`config.mk`:
```
export PLATFORM = sky130hd
export DESIGN_NAME = sensor_frame_parser_core
export DESIGN_NICKNAME = d
export VERILOG_FILES = /design/src/rtl/core/sfp_pkg.sv /design/src/rtl/core/sfp_parser.sv /design/src/rtl/core/sfp_mag_div.sv /design/src/rtl/core/sfp_result.sv /design/src/rtl/core/sensor_frame_parser_core.sv
export VERILOG_INCLUDE_DIRS = /design/src /design/src/rtl/core
export SDC_FILE = /design/constraint.sdc
export NUM_CORES = 2
export LEC_CHECK = 0
export ABC_AREA = 1
export BUFFER_PORTS_ARGS = -buffer_cell sky130_fd_sc_hd__buf_2
export CORE_MARGIN = 2
export CORE_UTILIZATION = 35
export DETAILED_ROUTE_END_ITERATION = 6
export SYNTH_ARGS = -nofsm -noshare
export SYNTH_HDL_FRONTEND = slang
export SYNTH_SLANG_ARGS = --single-unit
```
`constraint.sdc`:
```
create_clock -name clk -period 17.7 [get_ports clk]
set_clock_uncertainty 0.15 [all_clocks]
set_input_delay 0 -clock clk [delete_from_list [all_inputs] [get_ports clk]]
set_output_delay 0 -clock clk [all_outputs]
set_load 0.05 [all_outputs]
```
`src/rtl/core/assert_macros.svh`:
```
// ----------------------------------------------------------------------------
// assert_macros.svh
// Shared concurrent assertion macros, sampled on clk, disabled during reset.
// ----------------------------------------------------------------------------
`ifndef ASSERT_MACROS_SVH
`define ASSERT_MACROS_SVH

// prop must hold at every clock edge outside reset
`define SFP_ASSERT(lbl, prop, msg) \
	lbl: assert property (@(posedge clk) disable iff (!arst_n) (prop)) else $error(msg);

// cond must never be true outside reset
`define SFP_ASSERT_NEVER(lbl, cond, msg) \
	`SFP_ASSERT(lbl, !(cond), msg)

`endif

```
`src/rtl/core/sfp_pkg.sv`:
```
// ----------------------------------------------------------------------------
// sfp_pkg
// Types, frame codes and fixed-point helpers of the sensor frame parser.
// ----------------------------------------------------------------------------
package sfp_pkg;

	localparam int NUM_KINDS = 5;
	localparam int AXES      = 3;

	localparam logic [2:0] KIND_ACCEL = 3'd0;
	localparam logic [2:0] KIND_EMG   = 3'd1;
	localparam logic [2:0] KIND_SPO2  = 3'd2;
	localparam logic [2:0] KIND_TEMP  = 3'd3;
	localparam logic [2:0] KIND_MAG   = 3'd4;

	localparam logic [7:0] TAIL_BYTE = 8'h5C;

	localparam int MAG_CALIB_FRAMES = 10;
	localparam int CALIB_W          = 4;

	// offset average: round(|s| / N) = floor((|s| + N/2) * M >> DIV_SHIFT), exact for 24 bits
	localparam int DIV_SHIFT  = 24 + $clog2(MAG_CALIB_FRAMES);
	localparam int DIV_MULT_W = 26;
	localparam int PROD_W     = 24 + DIV_MULT_W;
	localparam logic [DIV_MULT_W-1:0] DIV_MULT = DIV_MULT_W'(
		((64'd1 << DIV_SHIFT) + 64'(MAG_CALIB_FRAMES) - 64'd1) / 64'(MAG_CALIB_FRAMES));
	localparam logic [23:0] DIV_BIAS = 24'(MAG_CALIB_FRAMES / 2);

	typedef logic signed [23:0] v24_t;
	typedef logic [5:0][7:0] payload_t;

	typedef struct packed {
		logic [2:0] kind;
		payload_t   pay;
	} frame_t;

	typedef struct packed {
		logic       calibrating;
		logic [2:0] kind;
		v24_t       z;
		v24_t       y;
		v24_t       x;
	} res_t;

	function automatic logic [7:0] hdr_code(input logic [2:0] kind);
		case (kind)
			KIND_ACCEL: return 8'h51;
			KIND_EMG:   return 8'h53;
			KIND_SPO2:  return 8'h55;
			KIND_TEMP:  return 8'h57;
			KIND_MAG:   return 8'h59;
			default:    return 8'h00;
		endcase
	endfunction

	function automatic logic [7:0] id_code(input logic [2:0] kind);
		case (kind)
			KIND_ACCEL: return 8'hF1;
			KIND_EMG:   return 8'hF3;
			KIND_SPO2:  return 8'hF5;
			KIND_TEMP:  return 8'hF7;
			KIND_MAG:   return 8'hF9;
			default:    return 8'h00;
		endcase
	endfunction

	function automatic logic [3:0] pay_len(input logic [2:0] kind);
		case (kind)
			KIND_ACCEL: return 4'd9;
			KIND_EMG:   return 4'd3;
			KIND_SPO2:  return 4'd6;
			KIND_TEMP:  return 4'd2;
			KIND_MAG:   return 4'd6;
			default:    return 4'd0;
		endcase
	endfunction

	function automatic v24_t be16(input logic [7:0] hi, input logic [7:0] lo);
		return {{8{hi[7]}}, hi, lo};
	endfunction

	function automatic v24_t be24(input logic [7:0] hi, input logic [7:0] mid,
		input logic [7:0] lo);
		return {hi, mid, lo};
	endfunction

	// Q.4 raw magnetometer sample
	function automatic v24_t mag_raw(input logic [7:0] hi, input logic [7:0] lo);
		return {{4{hi[7]}}, hi, lo, 4'b0000};
	endfunction

	function automatic v24_t sat24(input logic signed [25:0] v);
		if (v[25:23] == 3'b000 || v[25:23] == 3'b111) begin
			return v[23:0];
		end
		return v[25] ? 24'h800000 : 24'h7FFFFF;
	endfunction

endpackage

```
`src/rtl/core/sfp_parser.sv`:
```
// ----------------------------------------------------------------------------
// sfp_parser
// Byte-serial frame state machine: header, id, payload, checksum, tail.
// ----------------------------------------------------------------------------
module sfp_parser import sfp_pkg::*; (
	input  logic       clk,
	input  logic       arst_n,
	input  logic       in_take,
	input  logic [7:0] rx_byte,
	output logic       tail_phase,
	output logic       frm_done,
	output frame_t     frm
);

	localparam logic [2:0] PH_HDR  = 3'd0;
	localparam logic [2:0] PH_ID   = 3'd1;
	localparam logic [2:0] PH_PAY  = 3'd2;
	localparam logic [2:0] PH_CHK  = 3'd3;
	localparam logic [2:0] PH_TAIL = 3'd4;

	logic [2:0] phase_q;
	logic [2:0] kind_q;
	logic [3:0] left_q;
	logic [3:0] pos_q;
	logic [7:0] sum_q;
	logic [7:0] check_q;
	payload_t   pay_q;

	logic       hdr_hit;
	logic [2:0] hdr_kind;
	logic [3:0] left_dec;

	always_comb begin
		hdr_hit  = 1'b0;
		hdr_kind = 3'd0;
		for (int k = 0; k < NUM_KINDS; k++) begin
			if (rx_byte == hdr_code(3'(k))) begin
				hdr_hit  = 1'b1;
				hdr_kind = 3'(k);
			end
		end
	end

	assign left_dec   = left_q - 4'd1;
	assign tail_phase = (phase_q == PH_TAIL);
	assign frm_done   = in_take && tail_phase && (rx_byte == TAIL_BYTE) &&
		(kind_q <= KIND_MAG) && ((kind_q == KIND_MAG) || (sum_q == check_q));
	assign frm.kind   = kind_q;
	assign frm.pay    = pay_q;

	always_ff @(posedge clk or negedge arst_n) begin
		if (!arst_n) begin
			phase_q <= PH_HDR;
			kind_q  <= 3'd0;
			left_q  <= 4'd0;
			pos_q   <= 4'd0;
			sum_q   <= 8'd0;
			check_q <= 8'd0;
		end else if (in_take) begin
			case (phase_q)
				PH_ID: begin
					if (kind_q <= KIND_MAG && rx_byte == id_code(kind_q)) begin
						sum_q   <= sum_q + rx_byte;
						left_q  <= pay_len(kind_q);
						pos_q   <= 4'd0;
						phase_q <= PH_PAY;
					end else begin
						phase_q <= PH_HDR;
					end
				end
				PH_PAY: begin
					sum_q  <= sum_q + rx_byte;
					pos_q  <= pos_q + 4'd1;
					left_q <= left_dec;
					if (left_dec == 4'd0) begin
						phase_q <= PH_CHK;
					end
				end
				PH_CHK: begin
					check_q <= rx_byte;
					phase_q <= PH_TAIL;
				end
				PH_TAIL: begin
					phase_q <= PH_HDR;
				end
				default: begin
					if (hdr_hit) begin
						kind_q  <= hdr_kind;
						sum_q   <= rx_byte;
						phase_q <= PH_ID;
					end
				end
			endcase
		end
	end

	// only the first six payload bytes are kept
	always_ff @(posedge clk) begin
		if (in_take && phase_q == PH_PAY && pos_q < 4'd6) begin
			pay_q[pos_q[2:0]] <= rx_byte;
		end
	end

endmodule

```
`src/rtl/core/sfp_mag_div.sv`:
```
// ----------------------------------------------------------------------------
// sfp_mag_div
// Two-stage rounded divide of the offset sums by the calibration frame count.
// ----------------------------------------------------------------------------
module sfp_mag_div import sfp_pkg::*; (
	input  logic        clk,
	input  logic        en,
	input  v24_t        sum [AXES],
	output logic [23:0] quo [AXES],
	output logic        neg [AXES]
);

	logic              neg_s3  [AXES];
	logic [23:0]       mag_s3  [AXES];
	logic              neg_s4  [AXES];
	logic [PROD_W-1:0] prod_s4 [AXES];

	always_ff @(posedge clk) begin
		if (en) begin
			for (int a = 0; a < AXES; a++) begin
				neg_s3[a]  <= sum[a][23];
				mag_s3[a]  <= (sum[a][23] ? 24'(-sum[a]) : 24'(sum[a])) + DIV_BIAS;
				neg_s4[a]  <= neg_s3[a];
				prod_s4[a] <= mag_s3[a] * DIV_MULT;
			end
		end
	end

	always_comb begin
		for (int a = 0; a < AXES; a++) begin
			quo[a] = 24'(prod_s4[a] >> DIV_SHIFT);
			neg[a] = neg_s4[a];
		end
	end

endmodule

```
`src/rtl/core/sfp_result.sv`:
```
// ----------------------------------------------------------------------------
// sfp_result
// Frame capture, value decode, magnetometer offset learning and result register.
// ----------------------------------------------------------------------------
`include "assert_macros.svh"

module sfp_result import sfp_pkg::*; (
	input  logic   clk,
	input  logic   arst_n,
	input  logic   frm_done,
	input  frame_t frm,
	output logic   s1_busy,
	output logic   out_valid,
	input  logic   out_ready,
	output res_t   out_res
);

	localparam logic [1:0] MODE_RAW  = 2'd0;
	localparam logic [1:0] MODE_SUM  = 2'd1;
	localparam logic [1:0] MODE_DIV  = 2'd2;
	localparam logic [1:0] MODE_LIVE = 2'd3;

	logic en;

	logic   valid_s1;
	frame_t frm_s1;

	logic       valid_s2, valid_s3, valid_s4;
	logic [2:0] kind_s2, kind_s3, kind_s4;
	logic       cal_s2, cal_s3, cal_s4;
	logic [1:0] mode_s2, mode_s3, mode_s4;
	v24_t       r_s2 [AXES];
	v24_t       r_s3 [AXES];
	v24_t       r_s4 [AXES];
	v24_t       off_s2 [AXES];
	v24_t       off_s3 [AXES];
	v24_t       off_s4 [AXES];

	logic [CALIB_W-1:0] calib_q;
	v24_t               mag_offset_q [AXES];

	logic               out_valid_q;
	res_t               out_res_q;

	v24_t               raw_v [AXES];
	v24_t               sum_v [AXES];
	logic               cal_active;
	logic [CALIB_W-1:0] calib_next;
	logic [1:0]         mode_v;

	logic [23:0] quo   [AXES];
	logic        neg   [AXES];
	v24_t        div_v [AXES];
	v24_t        opnd  [AXES];
	v24_t        val   [AXES];

	assign en      = !out_valid_q || out_ready;
	assign s1_busy = valid_s1 && !en;

	always_ff @(posedge clk or negedge arst_n) begin
		if (!arst_n) begin
			valid_s1 <= 1'b0;
		end else if (frm_done) begin
			valid_s1 <= 1'b1;
		end else if (en) begin
			valid_s1 <= 1'b0;
		end
	end

	always_ff @(posedge clk) begin
		if (frm_done) begin
			frm_s1 <= frm;
		end
	end

	always_comb begin
		for (int a = 0; a < AXES; a++) begin
			raw_v[a] = '0;
		end
		case (frm_s1.kind)
			KIND_ACCEL: begin
				raw_v[0] = be16(frm_s1.pay[0], frm_s1.pay[1]);
				raw_v[1] = be16(frm_s1.pay[2], frm_s1.pay[3]);
				raw_v[2] = be16(frm_s1.pay[4], frm_s1.pay[5]);
			end
			KIND_EMG: begin
				raw_v[0] = be24(frm_s1.pay[0], frm_s1.pay[1], frm_s1.pay[2]);
			end
			KIND_SPO2: begin
				raw_v[0] = be24(frm_s1.pay[0], frm_s1.pay[1], frm_s1.pay[2]);
				raw_v[1] = be24(frm_s1.pay[3], frm_s1.pay[4], frm_s1.pay[5]);
			end
			KIND_TEMP: begin
				raw_v[0] = be16(frm_s1.pay[0], frm_s1.pay[1]);
			end
			KIND_MAG: begin
				raw_v[0] = mag_raw(frm_s1.pay[0], frm_s1.pay[1]);
				raw_v[1] = mag_raw(frm_s1.pay[2], frm_s1.pay[3]);
				raw_v[2] = mag_raw(frm_s1.pay[4], frm_s1.pay[5]);
			end
			default: begin
			end
		endcase

		for (int a = 0; a < AXES; a++) begin
			sum_v[a] = sat24(26'(mag_offset_q[a]) + 26'(raw_v[a]));
		end

		cal_active = valid_s1 && (frm_s1.kind == KIND_MAG) &&
			(calib_q < CALIB_W'(MAG_CALIB_FRAMES));
		calib_next = cal_active ? calib_q + CALIB_W'(1) : calib_q;

		if (frm_s1.kind != KIND_MAG) begin
			mode_v = MODE_RAW;
		end else if (cal_active) begin
			mode_v = (calib_next == CALIB_W'(MAG_CALIB_FRAMES)) ? MODE_DIV : MODE_SUM;
		end else begin
			mode_v = MODE_LIVE;
		end
	end

	always_ff @(posedge clk or negedge arst_n) begin
		if (!arst_n) begin
			valid_s2 <= 1'b0;
			valid_s3 <= 1'b0;
			valid_s4 <= 1'b0;
			calib_q  <= '0;
		end else if (en) begin
			valid_s2 <= valid_s1;
			valid_s3 <= valid_s2;
			valid_s4 <= valid_s3;
			calib_q  <= calib_next;
		end
	end

	always_ff @(posedge clk) begin
		if (en) begin
			kind_s2 <= frm_s1.kind;
			cal_s2  <= (calib_next < CALIB_W'(MAG_CALIB_FRAMES));
			mode_s2 <= mode_v;
			kind_s3 <= kind_s2;
			cal_s3  <= cal_s2;
			mode_s3 <= mode_s2;
			kind_s4 <= kind_s3;
			cal_s4  <= cal_s3;
			mode_s4 <= mode_s3;
			for (int a = 0; a < AXES; a++) begin
				r_s2[a]   <= raw_v[a];
				off_s2[a] <= (mode_v == MODE_SUM || mode_v == MODE_DIV) ? sum_v[a] : '0;
				r_s3[a]   <= r_s2[a];
				off_s3[a] <= off_s2[a];
				r_s4[a]   <= r_s3[a];
				off_s4[a] <= off_s3[a];
			end
		end
	end

	sfp_mag_div u_div (
		.clk (clk),
		.en  (en),
		.sum (off_s2),
		.quo (quo),
		.neg (neg)
	);

	always_comb begin
		for (int a = 0; a < AXES; a++) begin
			div_v[a] = neg[a] ? 24'(-quo[a]) : quo[a];
			case (mode_s4)
				MODE_DIV:  opnd[a] = div_v[a];
				MODE_LIVE: opnd[a] = mag_offset_q[a];
				default:   opnd[a] = off_s4[a];
			endcase
			val[a] = sat24(26'(r_s4[a]) - 26'(opnd[a]));
		end
	end

	// running sum while learning, average once on the last learning frame
	always_ff @(posedge clk or negedge arst_n) begin
		if (!arst_n) begin
			for (int a = 0; a < AXES; a++) begin
				mag_offset_q[a] <= '0;
			end
		end else if (en && cal_active) begin
			for (int a = 0; a < AXES; a++) begin
				mag_offset_q[a] <= sum_v[a];
			end
		end else if (en && valid_s4 && mode_s4 == MODE_DIV) begin
			for (int a = 0; a < AXES; a++) begin
				mag_offset_q[a] <= div_v[a];
			end
		end
	end

	always_ff @(posedge clk or negedge arst_n) begin
		if (!arst_n) begin
			out_valid_q <= 1'b0;
		end else if (en) begin
			out_valid_q <= valid_s4;
		end
	end

	always_ff @(posedge clk) begin
		if (en) begin
			out_res_q.kind        <= kind_s4;
			out_res_q.calibrating <= cal_s4;
			out_res_q.x           <= val[0];
			out_res_q.y           <= val[1];
			out_res_q.z           <= val[2];
		end
	end

	assign out_valid = out_valid_q;
	assign out_res   = out_res_q;

	`SFP_ASSERT(a_calib_bound, calib_q <= CALIB_W'(MAG_CALIB_FRAMES), "calibration count overrun")
	`SFP_ASSERT(a_calib_step, 1'b1 |=> (calib_q == $past(calib_q) || calib_q == $past(calib_q) + CALIB_W'(1)), "calibration count jumped")
	`SFP_ASSERT(a_div_done, valid_s4 && mode_s4 == MODE_DIV |-> calib_q == CALIB_W'(MAG_CALIB_FRAMES), "average taken before learning ended")
	`SFP_ASSERT_NEVER(a_s1_overrun, frm_done && valid_s1 && !en, "capture stage overwritten")

endmodule

```
`src/rtl/core/sensor_frame_parser_core.sv`:
```
// ----------------------------------------------------------------------------
// sensor_frame_parser_core
// Sensor frame parser: one stream byte per cycle in, one decoded result per valid frame.
// ----------------------------------------------------------------------------
// Throughput: one byte per cycle; tready drops only when a tail byte meets a full
//   capture stage behind a stalled result register.
// Pipeline: an accepted tail byte moves through capture, decode, divide bias,
//   divide multiply and the result register before the result is valid.
// Reset: arst_n clears frame state, offsets and calibration count; no clearing pass.
module sensor_frame_parser_core import sfp_pkg::*; (
	input  logic        clk,
	input  logic        arst_n,
	input  logic        s_axis_tvalid,
	output logic        s_axis_tready,
	input  logic [7:0]  s_axis_tdata,   // [7:0] rx_byte
	output logic        m_axis_tvalid,
	input  logic        m_axis_tready,
	output logic [71:0] m_axis_tdata,   // [23:0] value_x, [47:24] value_y, [71:48] value_z
	output logic [3:0]  m_axis_tuser    // [2:0] sensor_kind, [3] calibrating
);

	logic   in_take;
	logic   tail_phase;
	logic   frm_done;
	frame_t frm;
	logic   s1_busy;
	res_t   res;

	assign s_axis_tready = !(tail_phase && s1_busy);
	assign in_take       = s_axis_tvalid && s_axis_tready;

	sfp_parser u_parser (
		.clk        (clk),
		.arst_n     (arst_n),
		.in_take    (in_take),
		.rx_byte    (s_axis_tdata),
		.tail_phase (tail_phase),
		.frm_done   (frm_done),
		.frm        (frm)
	);

	sfp_result u_result (
		.clk       (clk),
		.arst_n    (arst_n),
		.frm_done  (frm_done),
		.frm       (frm),
		.s1_busy   (s1_busy),
		.out_valid (m_axis_tvalid),
		.out_ready (m_axis_tready),
		.out_res   (res)
	);

	assign m_axis_tdata = {res.z, res.y, res.x};
	assign m_axis_tuser = {res.calibrating, res.kind};

endmodule

```
==> impl_metrics.tcl <==
set metrics [dict create \
    status "completed" \
    rows 174 \
    syn_nets 10300 \
    synth_edf_count 748 \
    cts_tree "built" \
    initial_utilization_pct 35.1 \
    synth_area_um2 78800 \
    hp-class "primary input to flip-flop" \
    clock_sinks 859 \
    setup_tns_ns 0 \
    htree_levels 3 \
    slew_viol_final 0 \
    coreArea_um2 224000 \
    synth-main-ff-cell "edfxtp_1" \
    ir_worst_vdd_uv 82.0 \
    syn2layout_area_growth_pct 9.37 \
    yosys_warnings 0 \
    dr.pass1.iters 6 \
    stdcell_area_um2 86200 \
    dp.cells 11700 \
    first_global_vias 60500 \
    grt_first_pass_wirelength_um 358000 \
    avgRoutedWirePerCell_um 19.6 \
    cap_violations 0 \
    syn_avg_cell_area_um2 9.10 \
    cts-resized-gates 0 \
    critPathCaptureType "flip-flop" \
    synth_area_leaders "edfxtp_1, fa_1, ha_1" \
    vias 59600 \
    p_per_area_nw_per_um2 58.8 \
    avgViaCountPerCell 5.03 \
    ff2ff_path_depth 21 \
    yosysSeqAreaShare_pct 32.0 \
    min_period_over_period_pct 37.9 \
    p_leak_nw 44.6 \
    cts_buffers 96 \
    grtUsageTotal_pct 20.1 \
    layout-drive-gt1-share_pct 4.56 \
    cts-root-buf "clkbuf_16" \
    antenna_found_initial 4 \
    wirelength_um 233000 \
    overflow 0 \
    nets 10400 \
    die_h_um 478 \
    hpwl_um 189000 \
    io_pins 90 \
    die_w_um 478 \
    drc 0 \
    synth_top_area_share_pct 28.5 \
    max_freq_ghz 0.149 \
    synthArstFlopShare_pct 12.9 \
    numPortBuffers 89 \
    setup_viol 0 \
    clockBufferDepth 3 \
    slew_headroom_pct 9.60 \
    worstSetupPathType "flip-flop to flip-flop" \
    placed_cell_area_um2 82600 \
    synth.distinct_cells 65 \
    ant_nets 0 \
    drt_iter0_markers 4787 \
    clk_latency_ns 0.75 \
    tightestPinTransition_ns 1.35 \
    fin_crit_ns 6.70 \
    rsz0062_at_grt "false" \
    grt_max_degree 154 \
    critPathLaunchType "flip-flop" \
    path_clk_slew_ns 0.07 \
    cp_max_fo 7 \
    final_cells 11800 \
    syn_inst 8659 \
    dieArea_um2 229000 \
    place_congestion 0.961 \
    final_hold_viol_count 0 \
    ys_seq_elements 859 \
    whs_path_depth 2 \
    yosys.area.top_type "edfxtp_1" \
    crit_arrival_ns 7.02 \
    fillCellCount 22600 \
    crit_required_ns 18.02 \
]
cells in the final DEF (no fill, tap or decap), drive strengths merged, types with 258 or more instances in the layout:
| cell | count |
|---|---|
| a21oi | 402 |
| edfxtp | 748 |
| fa | 632 |
| ha | 954 |
| inv | 1699 |
| nand2 | 1759 |
| nand3 | 329 |
| nor2 | 615 |
| o21ai | 312 |
| xor2 | 258 |
layer usage:
| metal | vias to the layer above | routed length, um | global-route usage [%] |
|---|---|---|---|
| met5 | - | 0 | 0 |
| met4 | 0 | 7280 | 5.98 |
| met3 | 296 | 12500 | 2.41 |
| met2 | 1715 | 107000 | 32.6 |
| met1 | 29200 | 106000 | 28.1 |
| li1 | 28400 | - | - |
registers in the layout, indices dropped and copies added (netlist names), 63 cells and up:
name and count:
u_result.r_s4 68, u_result.r_s2 68, u_result.off_s2 72, u_result.off_s3 70, u_result.u_div.prod_s4 63, u_result.r_s3 68, u_result.mag_offset_q 72, u_result.out_res 76
u_result.off_s4 71, u_result.u_div.mag_s3 72
kinds of logic after synthesis:
family          after synthesis  share of synthesized area, %
mux                           1                        0.0143
xor+xnor                    347                          3.87
simple gates               2973                          16.0
buf+inv                    1811                          8.83
flops                       859                          32.0
fa+ha+maj                  1586                          31.2
compound gates             1082                          8.05
final cells by class:
| cell class | instances | area, um^2 | area share (%) |
|---|---|---|---|
| inverters | 1695 | 6380 | 7.40 |
| flip-flops and latches | 859 | 25200 | 29.3 |
| clock buffers | 119 | 2550 | 2.96 |
| diodes | 1 | 2.50 | 0.00290 |
| repair buffers | 130 | 803 | 0.932 |
| clock inverters | 63 | 850 | 0.986 |
| multi-input cells | 5989 | 46600 | 54.1 |
| well taps | 2992 | 3740 | 4.34 |
power breakdown:
| group | switching [mW] | total, mW | leakage, nW | internal [mW] |
|---|---|---|---|---|
| sequential | 0.0808 | 2.33 | 9.96 | 2.25 |
| combinational | 0.373 | 0.571 | 33.0 | 0.198 |
| clock | 0.934 | 2.17 | 1.64 | 1.23 |
| total | 1.39 | 5.07 | 44.6 | 3.68 |
cell usage after synthesis (all sizes together) (97+ instances only):
cell type,n
a21oi,402
dfrtp,111
edfxtp,748
fa,632
ha,954
inv,1691
nand2,1759
nand3,329
nand4,97
nor2,615
o21ai,312
xor2,258
final timing paths:
check / startpoint / to / slack [ns]
worst max-delay path: u_result.u_div.mag_s3[0][15] / u_result.u_div.prod_s4[0][44] / 11.00
worst min-delay path: s_axis_tdata[7] / u_parser.frm[23] / 0.06
worst max register to register: u_result.u_div.mag_s3[0][15] / u_result.u_div.prod_s4[0][44] / 11.00
worst min register to register: u_result.off_s3[0][66] / u_result.off_s4[0][66] / 0.25
max in group asynchronous: arst_n / u_result.mag_offset_q[9] / 16.49
min in group asynchronous: arst_n / u_result.valid_s2 / 0.18
stage by stage:
stage / total power, mW / setup slack (ns) / hold WS (ns) / utilization, %
6_report: 5.07 / 11.00 / 0.0609 / 38.4
5_1_grt: 5.27 / 10.68 / 0.0231 / 38.4
4_1_cts: 5.10 / 10.96 / 0.00189 / 38.4
3_5_place_dp: 2.92 / 11.01 / -0.152 / 36.8
3_3_place_gp: 2.91 / 11.01 / -0.147 / 36.8
2_1_floorplan: 2.78 / 8.20 / -0.446 / -
critical path, stage by stage (launching register included):
cell      delay [ns]
edfxtp_1        0.70
ha_1            0.47
inv_1           0.11
fa_1            0.52
fa_1            0.54
inv_1           0.07
fa_1            0.48
fa_1            0.46
fa_1            0.52
inv_1           0.05
fa_1            0.47
inv_1           0.04
ha_1            0.39
nand2_1         0.16
nor2_1          0.20
inv_1           0.10
nor2_1          0.14
nand3_1         0.08
o21ai_0         0.50
nand2_1         0.10
nand2_1         0.10
xor2_1          0.06
what timing repair did:
action / in CTS / in global routing
setup buffers: 0 / 0
hold buffers: 15 / 0
endpoints found under the hold margin: 196 / 0
Power figures use the tool's default switching activity.
